[src/rtl/assert_macros.svh]
// Assertion macros used by the top level of the PT100 converter.
`ifndef ASSERT_MACROS_SVH
`define ASSERT_MACROS_SVH

// Concurrent check, clocked on clk and disabled while arst_n is low.
`define PT_ASSERT(lbl, prop, msg) \
	lbl: assert property (@(posedge clk) disable iff (!arst_n) prop) else $error(msg);

// Concurrent check that a condition never holds.
`define PT_NEVER(lbl, cond, msg) \
	lbl: assert property (@(posedge clk) disable iff (!arst_n) !(cond)) else $error(msg);

`endif

[src/rtl/pt100_pkg.sv]
// Package with the constants, the resistance table and the control types of the PT100 converter.
`default_nettype none

package pt100_pkg;

	localparam int RES_W             = 16;
	localparam int STATUS_W          = 2;
	localparam int TEMP_W            = 19;
	localparam int TABLE_ENTRIES     = 96;
	localparam int ADDR_W            = $clog2(TABLE_ENTRIES);
	localparam int IDX_W             = $clog2(TABLE_ENTRIES + 1);
	localparam int FRACTION_BITS_DEF = 8;
	localparam int SPAN_W            = 9;
	localparam int NUM_W             = 12;
	localparam int DEG_W             = 12;
	localparam int START_C           = -100;
	localparam int STEP_C            = 10;

	localparam logic [STATUS_W-1:0] STATUS_OK    = 2'd0;
	localparam logic [STATUS_W-1:0] STATUS_SHORT = 2'd1;
	localparam logic [STATUS_W-1:0] STATUS_OPEN  = 2'd2;

	localparam logic [RES_W-1:0] RTD_ROM [TABLE_ENTRIES] = '{
		16'd6026,  16'd6430,  16'd6833,  16'd7233,  16'd7633,
		16'd8031,  16'd8427,  16'd8822,  16'd9216,  16'd9609,
		16'd10000, 16'd10390, 16'd10779, 16'd11167, 16'd11554,
		16'd11940, 16'd12324, 16'd12708, 16'd13090, 16'd13471,
		16'd13851, 16'd14229, 16'd14607, 16'd14983, 16'd15358,
		16'd15733, 16'd16105, 16'd16477, 16'd16848, 16'd17217,
		16'd17586, 16'd17953, 16'd18319, 16'd18684, 16'd19047,
		16'd19410, 16'd19771, 16'd20131, 16'd20490, 16'd20848,
		16'd21205, 16'd21561, 16'd21915, 16'd22268, 16'd22621,
		16'd22972, 16'd23321, 16'd23670, 16'd24018, 16'd24364,
		16'd24709, 16'd25053, 16'd25396, 16'd25738, 16'd26078,
		16'd26418, 16'd26756, 16'd27093, 16'd27429, 16'd27764,
		16'd28098, 16'd28430, 16'd28762, 16'd29092, 16'd29421,
		16'd29749, 16'd30075, 16'd30401, 16'd30725, 16'd31048,
		16'd31371, 16'd31692, 16'd32012, 16'd32330, 16'd32648,
		16'd32964, 16'd33279, 16'd33593, 16'd33906, 16'd34218,
		16'd34528, 16'd34838, 16'd35146, 16'd35453, 16'd35759,
		16'd36064, 16'd36367, 16'd36670, 16'd36971, 16'd37271,
		16'd37570, 16'd37868, 16'd38165, 16'd38460, 16'd38755,
		16'd39048
	};

	// Addresses past the table read as zero; the search never issues them.
	function automatic logic [RES_W-1:0] rom_value(input logic [ADDR_W-1:0] addr);
		logic [RES_W-1:0] val;
		val = '0;
		if (int'(addr) < TABLE_ENTRIES) begin
			val = RTD_ROM[addr];
		end
		return val;
	endfunction

	typedef struct packed {
		logic start;
		logic search_step;
		logic fetch_hi;
		logic fetch_lo;
		logic div_step;
		logic load_out;
	} pt100_cmd_t;

	typedef struct packed {
		logic search_done;
		logic seg_err;
		logic div_last;
	} pt100_sts_t;

endpackage

`default_nettype wire

[src/rtl/pt100_in_if.sv]
// Handshake interface that carries one resistance word.
`default_nettype none

interface pt100_in_if;
	logic                        valid;
	logic                        ready;
	logic [pt100_pkg::RES_W-1:0] resistance_centiohm;

	modport source (output valid, output resistance_centiohm, input ready);
	modport sink (input valid, input resistance_centiohm, output ready);
endinterface

`default_nettype wire

[src/rtl/pt100_out_if.sv]
// Handshake interface that carries one status and temperature word.
`default_nettype none

interface pt100_out_if;
	logic                                valid;
	logic                                ready;
	logic [pt100_pkg::STATUS_W-1:0]      status;
	logic signed [pt100_pkg::TEMP_W-1:0] temperature_q8;

	modport source (output valid, output status, output temperature_q8, input ready);
	modport sink (input valid, input status, input temperature_q8, output ready);
endinterface

`default_nettype wire

[src/rtl/pt100_resistance_to_temperature.sv]
// Top level of the PT100 resistance to temperature converter.
`default_nettype none

// Channel  Direction  Payload
// req      in         resistance_centiohm[15:0], unsigned, 0.01 ohm
// rsp      out        status[1:0], temperature_q8[18:0] signed, 2^-FRACTION_BITS C
//
// An accepted in-range word passes through six or seven binary search steps
// over the table, two table reads and one restoring divide step per dividend
// bit before it is loaded into the output register. Short and open readings
// skip the table reads and the divide.
// Reset returns the controller to idle and empties the output register.
// A new word is taken while a finished word waits on rsp; the block stalls
// only when the next result is ready and the output register is still full.

`include "assert_macros.svh"

module pt100_resistance_to_temperature #(
	parameter int FRACTION_BITS = pt100_pkg::FRACTION_BITS_DEF
) (
	input wire logic    clk,
	input wire logic    arst_n,
	pt100_in_if.sink    req,
	pt100_out_if.source rsp
);
	import pt100_pkg::*;

	// Command and status buses between the controller and the datapath.
	pt100_cmd_t cmd;
	pt100_sts_t sts;

	// The controller owns the handshakes; the datapath owns every payload bit.
	pt100_ctrl u_ctrl (
		.clk       (clk),
		.arst_n    (arst_n),
		.in_valid  (req.valid),
		.in_ready  (req.ready),
		.out_valid (rsp.valid),
		.out_ready (rsp.ready),
		.sts       (sts),
		.cmd       (cmd)
	);

	// The datapath captures the reading on start and writes the output word on load.
	pt100_datapath #(
		.FRACTION_BITS (FRACTION_BITS)
	) u_datapath (
		.clk            (clk),
		.in_res         (req.resistance_centiohm),
		.cmd            (cmd),
		.sts            (sts),
		.status         (rsp.status),
		.temperature_q8 (rsp.temperature_q8)
	);

	// An accepted word always starts with a search step, since the range is never empty.
	`PT_ASSERT(a_start_search, (req.valid && req.ready) |=> cmd.search_step, "no search after accept")
	// At most one datapath operation is commanded in any cycle.
	`PT_ASSERT(a_cmd_onehot, $onehot0(cmd), "more than one datapath command")
	// A loaded result is presented on the next cycle.
	`PT_ASSERT(a_load_valid, cmd.load_out |=> rsp.valid, "loaded result not presented")
	// An error status always comes with a zero temperature.
	`PT_ASSERT(a_err_zero, (rsp.valid && rsp.status != STATUS_OK) |-> (rsp.temperature_q8 == '0), "error status with nonzero temperature")

endmodule

`default_nettype wire

[src/rtl/pt100_ctrl.sv]
// Controller state machine that sequences search, table fetch, divide and output load.
`default_nettype none

module pt100_ctrl (
	input  wire logic                  clk,
	input  wire logic                  arst_n,
	input  wire logic                  in_valid,
	output logic                       in_ready,
	output logic                       out_valid,
	input  wire logic                  out_ready,
	input  wire pt100_pkg::pt100_sts_t sts,
	output pt100_pkg::pt100_cmd_t      cmd
);
	import pt100_pkg::*;

	localparam logic [2:0] ST_IDLE     = 3'd0;
	localparam logic [2:0] ST_SEARCH   = 3'd1;
	localparam logic [2:0] ST_FETCH_HI = 3'd2;
	localparam logic [2:0] ST_FETCH_LO = 3'd3;
	localparam logic [2:0] ST_DIVIDE   = 3'd4;
	localparam logic [2:0] ST_FINISH   = 3'd5;

	logic [2:0] state_q;
	logic [2:0] state_d;
	logic       out_valid_q;

	assign in_ready  = (state_q == ST_IDLE);
	assign out_valid = out_valid_q;

	always_comb begin
		state_d = state_q;
		cmd     = '0;
		case (state_q)
			ST_IDLE: begin
				if (in_valid) begin
					cmd.start = 1'b1;
					state_d   = ST_SEARCH;
				end
			end
			ST_SEARCH: begin
				if (!sts.search_done) begin
					cmd.search_step = 1'b1;
				end else if (sts.seg_err) begin
					state_d = ST_FINISH;
				end else begin
					state_d = ST_FETCH_HI;
				end
			end
			ST_FETCH_HI: begin
				cmd.fetch_hi = 1'b1;
				state_d      = ST_FETCH_LO;
			end
			ST_FETCH_LO: begin
				cmd.fetch_lo = 1'b1;
				state_d      = ST_DIVIDE;
			end
			ST_DIVIDE: begin
				cmd.div_step = 1'b1;
				if (sts.div_last) begin
					state_d = ST_FINISH;
				end
			end
			ST_FINISH: begin
				// The output register takes the result once it is empty or being drained.
				if (!out_valid_q || out_ready) begin
					cmd.load_out = 1'b1;
					state_d      = ST_IDLE;
				end
			end
			default: begin
				state_d = ST_IDLE;
			end
		endcase
	end

	always_ff @(posedge clk or negedge arst_n) begin
		if (!arst_n) begin
			state_q     <= ST_IDLE;
			out_valid_q <= 1'b0;
		end else begin
			state_q <= state_d;
			if (cmd.load_out) begin
				out_valid_q <= 1'b1;
			end else if (out_ready) begin
				out_valid_q <= 1'b0;
			end
		end
	end

endmodule

`default_nettype wire

[src/rtl/pt100_datapath.sv]
// Datapath with the table search registers, the serial divider and the output word register.
`default_nettype none

module pt100_datapath #(
	parameter int FRACTION_BITS = pt100_pkg::FRACTION_BITS_DEF
) (
	input  wire logic                                clk,
	input  wire logic [pt100_pkg::RES_W-1:0]         in_res,
	input  wire pt100_pkg::pt100_cmd_t               cmd,
	output pt100_pkg::pt100_sts_t                    sts,
	output logic [pt100_pkg::STATUS_W-1:0]           status,
	output logic signed [pt100_pkg::TEMP_W-1:0]      temperature_q8
);
	import pt100_pkg::*;

	localparam int DVD_W = NUM_W + FRACTION_BITS;
	localparam int QUO_W = FRACTION_BITS + 4;
	localparam int CNT_W = $clog2(DVD_W + 1);
	localparam int SUM_W = (FRACTION_BITS + DEG_W > TEMP_W) ? FRACTION_BITS + DEG_W : TEMP_W + 1;
	localparam logic signed [SUM_W-1:0] TMAX = SUM_W'((1 << (TEMP_W - 1)) - 1);
	localparam logic signed [SUM_W-1:0] TMIN = SUM_W'(-(1 << (TEMP_W - 1)));

	logic [RES_W-1:0]  res_q;
	logic [IDX_W-1:0]  lo_q;
	logic [IDX_W-1:0]  hi_q;
	logic [IDX_W-1:0]  mid;
	logic [IDX_W-1:0]  km1;
	logic [ADDR_W-1:0] rom_addr;
	logic [RES_W-1:0]  rom_data;
	logic [RES_W-1:0]  upper_q;
	logic [SPAN_W-1:0] span_q;
	logic [SPAN_W-1:0] rem_q;
	logic [DVD_W-1:0]  dvd_q;
	logic [QUO_W-1:0]  quo_q;
	logic [CNT_W-1:0]  cnt_q;
	logic [SPAN_W-1:0] diff;
	logic [NUM_W-1:0]  num;
	logic [SPAN_W:0]   trial;
	logic              qbit;
	logic signed [DEG_W-1:0] deg;
	logic signed [SUM_W-1:0] sum;
	logic signed [TEMP_W-1:0] temp_sat;

	assign mid = lo_q + ((hi_q - lo_q) >> 1);
	assign km1 = lo_q - IDX_W'(1);

	always_comb begin
		rom_addr = mid[ADDR_W-1:0];
		if (cmd.fetch_hi) begin
			rom_addr = lo_q[ADDR_W-1:0];
		end else if (cmd.fetch_lo) begin
			rom_addr = km1[ADDR_W-1:0];
		end
	end

	assign rom_data = rom_value(rom_addr);

	// The reading lies above the lower entry and at or below the upper one.
	assign diff = SPAN_W'(res_q - rom_data);
	assign num  = {diff, 3'b000} + {2'b00, diff, 1'b0};

	assign trial = {rem_q, dvd_q[DVD_W-1]};
	assign qbit  = (trial >= {1'b0, span_q});

	assign deg = DEG_W'($signed({1'b0, km1}) * STEP_C + START_C);
	assign sum = ($signed(SUM_W'(deg)) <<< FRACTION_BITS)
		+ $signed({{(SUM_W - QUO_W){1'b0}}, quo_q});

	always_comb begin
		temp_sat = sum[TEMP_W-1:0];
		if (sum > TMAX) begin
			temp_sat = TMAX[TEMP_W-1:0];
		end else if (sum < TMIN) begin
			temp_sat = TMIN[TEMP_W-1:0];
		end
	end

	assign sts.search_done = (lo_q == hi_q);
	assign sts.seg_err     = (lo_q == '0) || (lo_q == IDX_W'(TABLE_ENTRIES));
	assign sts.div_last    = (cnt_q == CNT_W'(1));

	always_ff @(posedge clk) begin
		if (cmd.start) begin
			res_q <= in_res;
			lo_q  <= '0;
			hi_q  <= IDX_W'(TABLE_ENTRIES);
		end
		if (cmd.search_step) begin
			if (res_q <= rom_data) begin
				hi_q <= mid;
			end else begin
				lo_q <= mid + IDX_W'(1);
			end
		end
		if (cmd.fetch_hi) begin
			upper_q <= rom_data;
		end
		if (cmd.fetch_lo) begin
			span_q <= SPAN_W'(upper_q - rom_data);
			dvd_q  <= {num, {FRACTION_BITS{1'b0}}};
			rem_q  <= '0;
			quo_q  <= '0;
			cnt_q  <= CNT_W'(DVD_W);
		end
		if (cmd.div_step) begin
			rem_q <= qbit ? SPAN_W'(trial - {1'b0, span_q}) : trial[SPAN_W-1:0];
			quo_q <= {quo_q[QUO_W-2:0], qbit};
			dvd_q <= dvd_q << 1;
			cnt_q <= cnt_q - CNT_W'(1);
		end
		if (cmd.load_out) begin
			if (lo_q == '0) begin
				status         <= STATUS_SHORT;
				temperature_q8 <= '0;
			end else if (lo_q == IDX_W'(TABLE_ENTRIES)) begin
				status         <= STATUS_OPEN;
				temperature_q8 <= '0;
			end else begin
				status         <= STATUS_OK;
				temperature_q8 <= temp_sat;
			end
		end
	end

endmodule

`default_nettype wire
[src/flat_wrapper.sv]
// flat-port wrapper written by rule: the top's interface ports become plain ports
module pt100_resistance_to_temperature_flat import pt100_pkg::*;
#(
	parameter int FRACTION_BITS = pt100_pkg::FRACTION_BITS_DEF
)
  (clk, arst_n, req_valid, req_resistance_centiohm, req_ready, rsp_valid, rsp_status, rsp_temperature_q8, rsp_ready);
  pt100_in_if req_i ();
  pt100_out_if rsp_i ();
  input wire logic clk;
  input wire logic arst_n;
  input wire logic [$bits(req_i.valid)-1:0] req_valid;
  input wire logic [$bits(req_i.resistance_centiohm)-1:0] req_resistance_centiohm;
  output wire logic [$bits(req_i.ready)-1:0] req_ready;
  output wire logic [$bits(rsp_i.valid)-1:0] rsp_valid;
  output wire logic [$bits(rsp_i.status)-1:0] rsp_status;
  output wire logic [$bits(rsp_i.temperature_q8)-1:0] rsp_temperature_q8;
  input wire logic [$bits(rsp_i.ready)-1:0] rsp_ready;
  assign req_i.valid = req_valid;
  assign req_i.resistance_centiohm = req_resistance_centiohm;
  assign req_ready = req_i.ready;
  assign rsp_valid = rsp_i.valid;
  assign rsp_status = rsp_i.status;
  assign rsp_temperature_q8 = rsp_i.temperature_q8;
  assign rsp_i.ready = rsp_ready;
  pt100_resistance_to_temperature #(.FRACTION_BITS(FRACTION_BITS)) u_core (.clk(clk), .arst_n(arst_n), .req(req_i), .rsp(rsp_i));
endmodule
[config.mk]
export PLATFORM = sky130hd
export DESIGN_NAME = pt100_resistance_to_temperature_flat
export DESIGN_NICKNAME = d
export VERILOG_FILES = /design/src/rtl/pt100_pkg.sv /design/src/rtl/pt100_in_if.sv /design/src/rtl/pt100_out_if.sv /design/src/rtl/pt100_resistance_to_temperature.sv /design/src/rtl/pt100_ctrl.sv /design/src/rtl/pt100_datapath.sv /design/src/flat_wrapper.sv
export VERILOG_INCLUDE_DIRS = /design/src /design/src/rtl
export SDC_FILE = /design/constraint.sdc
export NUM_CORES = 1
export LEC_CHECK = 0
export ABC_AREA = 1
export BUFFER_PORTS_ARGS = -buffer_cell sky130_fd_sc_hd__clkbuf_2
export CAP_MARGIN = 25
export CORE_MARGIN = 1
export CORE_UTILIZATION = 31
export DETAILED_ROUTE_END_ITERATION = 8
export PLACE_DENSITY = 0.51
export REMOVE_ABC_BUFFERS = 1
export SYNTH_ARGS = -nofsm -noshare
export SYNTH_HDL_FRONTEND = slang
export SYNTH_SLANG_ARGS = --single-unit
[constraint.sdc]
create_clock -name clk -period 7.26 [get_ports clk]
set_clock_uncertainty 0.1 [all_clocks]
set_input_delay 0.363 -clock clk [delete_from_list [all_inputs] [get_ports clk]]
set_output_delay 0.363 -clock clk [all_outputs]
set_load 0.01 [all_outputs]
==> results.py, run 1 <==
metrics = {
    "synth": {
        "synthCells": 1259,
        "synthAdderAreaFrac": 0.131,
        "yosys_warnings": 0,
        "yosys.area_share.xor_xnor": 0.0411,
        "synth.distinct_cells": 49,
        "yosysSeqAreaShare": 0.337,
        "synth_compound_area_frac": 0.119,
        "netlist_area_sq_mm": 0.00934,
        "postSynthAreaPerCell_sq_um": 7.41,
        "synth_simple_gate_area_frac": 0.286,
        "synthMuxAreaShare": 0,
        "synth_top_family_by_area": "simple AND/OR/NAND/NOR gates",
        "ys_ff_latch": 110,
    },
    "grt": {
        "antenna_found_initial": 0,
        "grt_max_degree": 42,
        "grt_usage": 0.163,
        "grt_pass1_vias": 7647,
        "grt_first_pass_wirelength_mm": 39.9,
        "gr-total-overflow": 0,
    },
    "cts": {
        "cts_tree": "yes",
        "numClockSinks": 110,
        "clk_pin_slew_ps": 80,
        "cts_inserted_buffers": 9,
        "insertion_delay_ps": 370,
        "cts_max_level": 3,
        "clock_path_buffers": 2,
        "root_buffer": "clkbuf_16",
    },
    "layout": {
        "antenna-diode-count": 0,
        "final_cell_mix": "nand2_1 (341), inv_1 (149), nand3_1 (106), edfxtp_1 (92), nor2_1 (88)",
        "area_growth_pct": 11.3,
        "layout_commonest_cell": "nand2_1",
        "drive_gt1_frac": 0.109,
        "fillers": 3171,
        "num-nets-final": 1414,
    },
    "die": {
        "fp.dieH_microns": 176,
        "die_w_microns": 176,
        "core_area_sq_mm": 0.0296,
        "ios": 43,
        "dieArea_sq_mm": 0.0308,
        "rows": 63,
        "start_util": 0.315,
    },
    "run_status": {
        "failed_checks": "design-rule violations",
        "status": "finished, violations left",
    },
    "setup_path": {
        "regToRegSetupSlack_ps": 630,
        "critical_path.max_fanout": 8,
        "cp-startpoint": "u_core.u_datapath.lo_q[0]$_DFF_P_",
        "cp-start-kind": "flip-flop",
        "rr_worst_depth": 32,
        "cp_common_cell": "nand2_1",
        "cpPeakStageDelay_ps": 530,
        "regToRegStartpoint": "u_core.u_datapath.lo_q[0]$_DFF_P_",
        "crit_type": "reg2reg",
        "crit_path_end_kind": "flip-flop",
        "crit_arrival_ps": 6650,
        "cpMaxStageDelayCell": "fa_1",
        "required_ps": 7280,
        "cp-endpoint": "u_core.u_datapath.dvd_q[19]$_DFFE_PP_",
        "r2r-end": "u_core.u_datapath.dvd_q[19]$_DFFE_PP_",
    },
    "sta": {
        "setup_tns_ps": 0,
        "timing.fmax_ghz": 0.151,
        "setup_viol": 0,
        "period_minus_slack_ps": 6630,
        "setup_ws_ps": 630,
        "worst_pin_slew_ps": 830,
        "final-max-slew-violation-count": 0,
        "hold_violations": 0,
        "rsz0062_at_grt": "no",
        "fin_crit_sh": 0.913,
        "maxSlewHeadroom": 0.444,
    },
    "route": {
        "wirelength_mm": 24.5,
        "vias_per_cell": 4.84,
        "wl_per_cell_microns": 14.5,
        "drt-initial-drc-count": 762,
        "drtAntennaViolNets": 0,
        "first_pass_iters": 8,
        "vias": 8207,
        "drc": 2,
    },
    "placed_design": {
        "place_ws_ps": 483,
        "gp_congestion": 0.935,
        "portBuffers": 42,
        "hpwl_mm": 18.9,
    },
    "hold_path": {
        "hold_depth": 1,
        "hold_path_class": "in2reg",
    },
    "run": {
        "cap_violations": 0,
    },
}
## area by class of cell
type | instances | area [sq um] | area share
clock buffers | 9 | 225 | 0.0217
clock inverters | 7 | 85.1 | 0.00819
inverters | 166 | 623 | 0.0600
multi-input cells | 950 | 5430 | 0.522
flip-flops and latches | 110 | 3140 | 0.303
well taps | 390 | 488 | 0.0470
repair buffers | 64 | 398 | 0.0383
## stage by stage
| step | utilization | hold WS [ps] | area [sq um] | cells |
|---|---|---|---|---|
| after CTS | 0.349 | 58.4 | 10300 | 1692 |
| after global routing | 0.350 | 51.4 | 10400 | 1696 |
| final | 0.350 | 78.6 | 10400 | 1696 |
| after global placement | 0.337 | 90.5 | 9990 | 1674 |
| after detailed placement | 0.338 | 87.4 | 10000 | 1675 |
| after floorplan | - | -32.6 | 9150 | 1225 |
## timing repair
item,4_1_cts,5_1_grt
setup endpoints to repair,0,2
endpoints found under the hold margin,4,0
resized for setup,0,4
hold buffers,1,0
buffers inserted,0,3
## sequential cells by signal, indices dropped and copies added (netlist names)
register	flops
u_core.u_ctrl.state_q	3
u_core.u_datapath.upper_q	9
u_core.u_datapath.lo_q	7
u_core.u_datapath.hi_q	7
u_core.u_datapath.dvd_q	11
u_core.u_datapath.quo_q	12
u_core.u_datapath.cnt_q	5
u_core.u_datapath.rem_q	9
u_core.u_datapath.temperature_q8	19
u_core.u_datapath.res_q	16
u_core.u_datapath.span_q	9
u_core.u_ctrl.out_valid	1
u_core.u_datapath.status	2
## metal layers
layer / share of wire / global-route usage / vias to the layer above / routed length [microns]
li1: - / - / 4269 / -
met1: 0.47 / 0.220 / 3677 / 11600
met2: 0.45 / 0.260 / 212 / 11100
met3: 0.046 / 0.0234 / 49 / 1130
met4: 0.030 / 0.0688 / 0 / 740
met5: 0 / 0 / - / 0
## Yosys cell counts (all sizes together)
library cell	instances	area [sq um]
and3	1	6.26
ha	85	1060
edfxtp	92	2760
a21oi	75	390
o221ai	3	26.3
or2	2	12.5
nor4	1	6.26
o21ai	101	505
o21a	1	7.51
nand3b	6	52.6
o41ai	1	8.76
o22ai	1	6.26
fa	8	160
nor2	107	480
xor2	24	210
o311ai	1	8.76
o21bai	2	18.8
dfxtp	14	280
a31oi	4	25.0
nand2	356	1390
nor3	9	45.0
buf	23	140
nand3	108	558
o2111ai	1	8.76
o31ai	2	15.0
xnor2	19	174
inv	166	623
o211ai	9	67.6
dfrtp	4	100
nand4	19	119
a21o	3	22.5
clkbuf	11	41.3
## cell families after synthesis
| logic type | count (synthesis) |
|---|---|
| compound gates | 204 |
| fa+ha+maj | 93 |
| buf+inv | 200 |
| flops | 110 |
| simple gates | 609 |
| xor+xnor | 43 |
## how the worst min path moves through the flow
stage | start | endpoint
after floorplan | arst_n | u_core.u_ctrl.out_valid$_DFFE_PN0P_
after global placement | arst_n | u_core.u_ctrl.out_valid$_DFFE_PN0P_
after detailed placement | arst_n | u_core.u_ctrl.out_valid$_DFFE_PN0P_
after CTS | req_resistance_centiohm[9] | u_core.u_datapath.res_q[9]$_DFFE_PP_
after global routing | req_resistance_centiohm[9] | u_core.u_datapath.res_q[9]$_DFFE_PP_
final | req_resistance_centiohm[9] | u_core.u_datapath.res_q[9]$_DFFE_PP_
## critical path: cells and delay by family, from the launching register on
kind | cells | cell delay (ps)
AOI/OAI and AO/OA | 8 | 1280
and+or+nand+nor | 10 | 1120
buffers and inverters | 6 | 500
adders and majority gates | 7 | 2860
xor gates and xnor gates | 1 | 170
DFF | 1 | 350
Power of run 1 is not shown: default switching activity piles up to over one toggle a cycle in this logic, so the estimate is an artifact.
==> inputs of run 2 (changes only) <==
==> constraint.sdc (replaced) <==
create_clock -name clk -period 6.9 [get_ports clk]
set_clock_uncertainty 0.1 [all_clocks]
set_input_delay 0.345 -clock clk [delete_from_list [all_inputs] [get_ports clk]]
set_output_delay 0.345 -clock clk [all_outputs]
set_load 0.01 [all_outputs]
==> results.py, run 2 (synthesis results as in run 1) <==
metrics = {
    "die": {
        "start_util": 0.315,
        "die_w_microns": 176,
        "fp.dieH_microns": 176,
        "core_area_sq_mm": 0.0296,
        "ios": 43,
        "rows": 63,
        "dieArea_sq_mm": 0.0308,
    },
    "placed_design": {
        "place_ws_ps": 194,
        "portBuffers": 42,
        "gp_congestion": 0.983,
        "hpwl_mm": 19.3,
        "dp.cells": 1683,
    },
    "sta": {
        "setup_ws_ps": 520,
        "setup_tns_ps": 0,
        "timing.fmax_ghz": 0.157,
        "fin_crit_sh": 0.925,
        "hold_violations": 0,
        "rsz0062_at_grt": "no",
        "worst_pin_slew_ps": 836,
        "final-max-slew-violation-count": 0,
        "setup_viol": 0,
        "period_minus_slack_ps": 6380,
        "maxSlewHeadroom": 0.441,
    },
    "cts": {
        "cts_max_level": 3,
        "cts_inserted_buffers": 9,
        "clk_pin_slew_ps": 80,
        "insertion_delay_ps": 360,
        "clock_path_buffers": 2,
        "cts_tree": "yes",
        "numClockSinks": 110,
        "root_buffer": "clkbuf_16",
    },
    "layout": {
        "drive_gt1_frac": 0.125,
        "top_register": "u_core.u_datapath.temperature_q8",
        "final_cell_mix": "nand2_1 (339), inv_1 (150), nand3_1 (105), edfxtp_1 (92), nor2_1 (87)",
        "antenna-diode-count": 0,
        "reg_top3": "u_core.u_datapath.temperature_q8: 19 flops, u_core.u_datapath.res_q: 16 flops, u_core.u_datapath.quo_q: 12 flops",
        "stdcell_count": 1706,
        "layout_commonest_cell": "nand2_1",
        "num-nets-final": 1424,
        "largest_reg_flops": 19,
        "area_growth_pct": 12.6,
    },
    "grt": {
        "grt_usage": 0.164,
        "grt_max_degree": 44,
        "gr-total-overflow": 0,
        "grt_pass1_vias": 7780,
        "antenna_found_initial": 0,
        "grt_first_pass_wirelength_mm": 40.2,
    },
    "setup_path": {
        "crit_family": "adder cells",
        "rr_worst_depth": 35,
        "crit_path_end_kind": "flip-flop",
        "regToRegStartpoint": "u_core.u_datapath.lo_q[0]$_DFF_P_",
        "cp-start-kind": "flip-flop",
        "r2r-end": "u_core.u_datapath.dvd_q[19]$_DFFE_PP_",
        "regToRegSetupSlack_ps": 520,
        "crit_type": "reg2reg",
        "cpMaxStageDelayCell": "fa_1",
        "cpPeakStageDelay_ps": 530,
        "required_ps": 6920,
        "critPathBufInv": 8,
        "cp_common_cell": "inv_1",
        "crit_arrival_ps": 6400,
        "critical_path.max_fanout": 6,
    },
    "route": {
        "vias": 8295,
        "vias_per_cell": 4.86,
        "drtAntennaViolNets": 0,
        "wl_per_cell_microns": 14.5,
        "wirelength_mm": 24.8,
        "first_pass_iters": 9,
        "drt-initial-drc-count": 663,
        "drc": 2,
    },
    "run_status": {
        "status": "finished, violations left",
        "failed_checks": "design-rule violations",
    },
    "run": {
        "cap_violations": 0,
    },
    "hold_path": {
        "hp-start": "req_resistance_centiohm[12]",
        "hold_depth": 1,
        "hold_path_class": "in2reg",
        "hold-path-endpoint": "u_core.u_datapath.res_q[12]$_DFFE_PP_",
    },
}
run 2: routing by layer:
layer	global-route usage	up-vias	wire length (microns)
met5	0	-	0
met1	0.217	3707	11300
met3	0.0245	56	1240
li1	-	4296	-
met4	0.0685	0	853
met2	0.268	236	11300
run 2: worst register-to-register path: cells and delay by family (launching register included):
family | cells | cell delay, ps
AO/OA/AOI/OAI | 6 | 880
flip-flops | 1 | 360
AND/OR/NAND/NOR | 11 | 930
adder cells (fa/ha/maj) | 9 | 2960
XOR/XNOR | 1 | 220
buffers and inverters | 8 | 690
run 2: worst max path at each step:
stage | cells after the start | to | startpoint
floorplan | 35 | u_core.u_datapath.dvd_q[18]$_DFFE_PP_ | u_core.u_datapath.lo_q[1]$_DFF_P_
global placement | 36 | u_core.u_datapath.dvd_q[18]$_DFFE_PP_ | u_core.u_datapath.lo_q[2]$_DFF_P_
detailed placement | 36 | u_core.u_datapath.dvd_q[18]$_DFFE_PP_ | u_core.u_datapath.lo_q[0]$_DFF_P_
CTS | 36 | u_core.u_datapath.dvd_q[18]$_DFFE_PP_ | u_core.u_datapath.lo_q[0]$_DFF_P_
global route | 37 | u_core.u_datapath.dvd_q[18]$_DFFE_PP_ | u_core.u_datapath.lo_q[0]$_DFF_P_
finish | 35 | u_core.u_datapath.dvd_q[19]$_DFFE_PP_ | u_core.u_datapath.lo_q[0]$_DFF_P_
run 2: area by class of cell:
cell class,instances,area (sq um)
fillers,3145,19100
multi-input cells,950,5490
flip-flops and latches,110,3150
inverters,166,623
well taps,390,488
repair buffers,74,485
clock buffers,9,225
clock inverters,7,56.3
run 2: timing repair:
action                                  CTS  global route
hold buffers                              1             0
hold endpoints to repair                  4             0
buffers inserted                          0             5
endpoints found under the setup margin    0             6
gates resized for setup                   0            21
run 2: metrics by stage:
| stage | hold WS [ps] | util | cell area (sq um) |
|---|---|---|---|
| 2_1_floorplan | -50.6 | - | 9150 |
| 3_3_place_gp | 75.4 | 0.339 | 10000 |
| 3_5_place_dp | 75.9 | 0.340 | 10100 |
| 4_1_cts | 41.3 | 0.350 | 10400 |
| 5_1_grt | 38.0 | 0.355 | 10500 |
| 6_report | 60.2 | 0.355 | 10500 |
Power of run 2 is left out for the same reason.
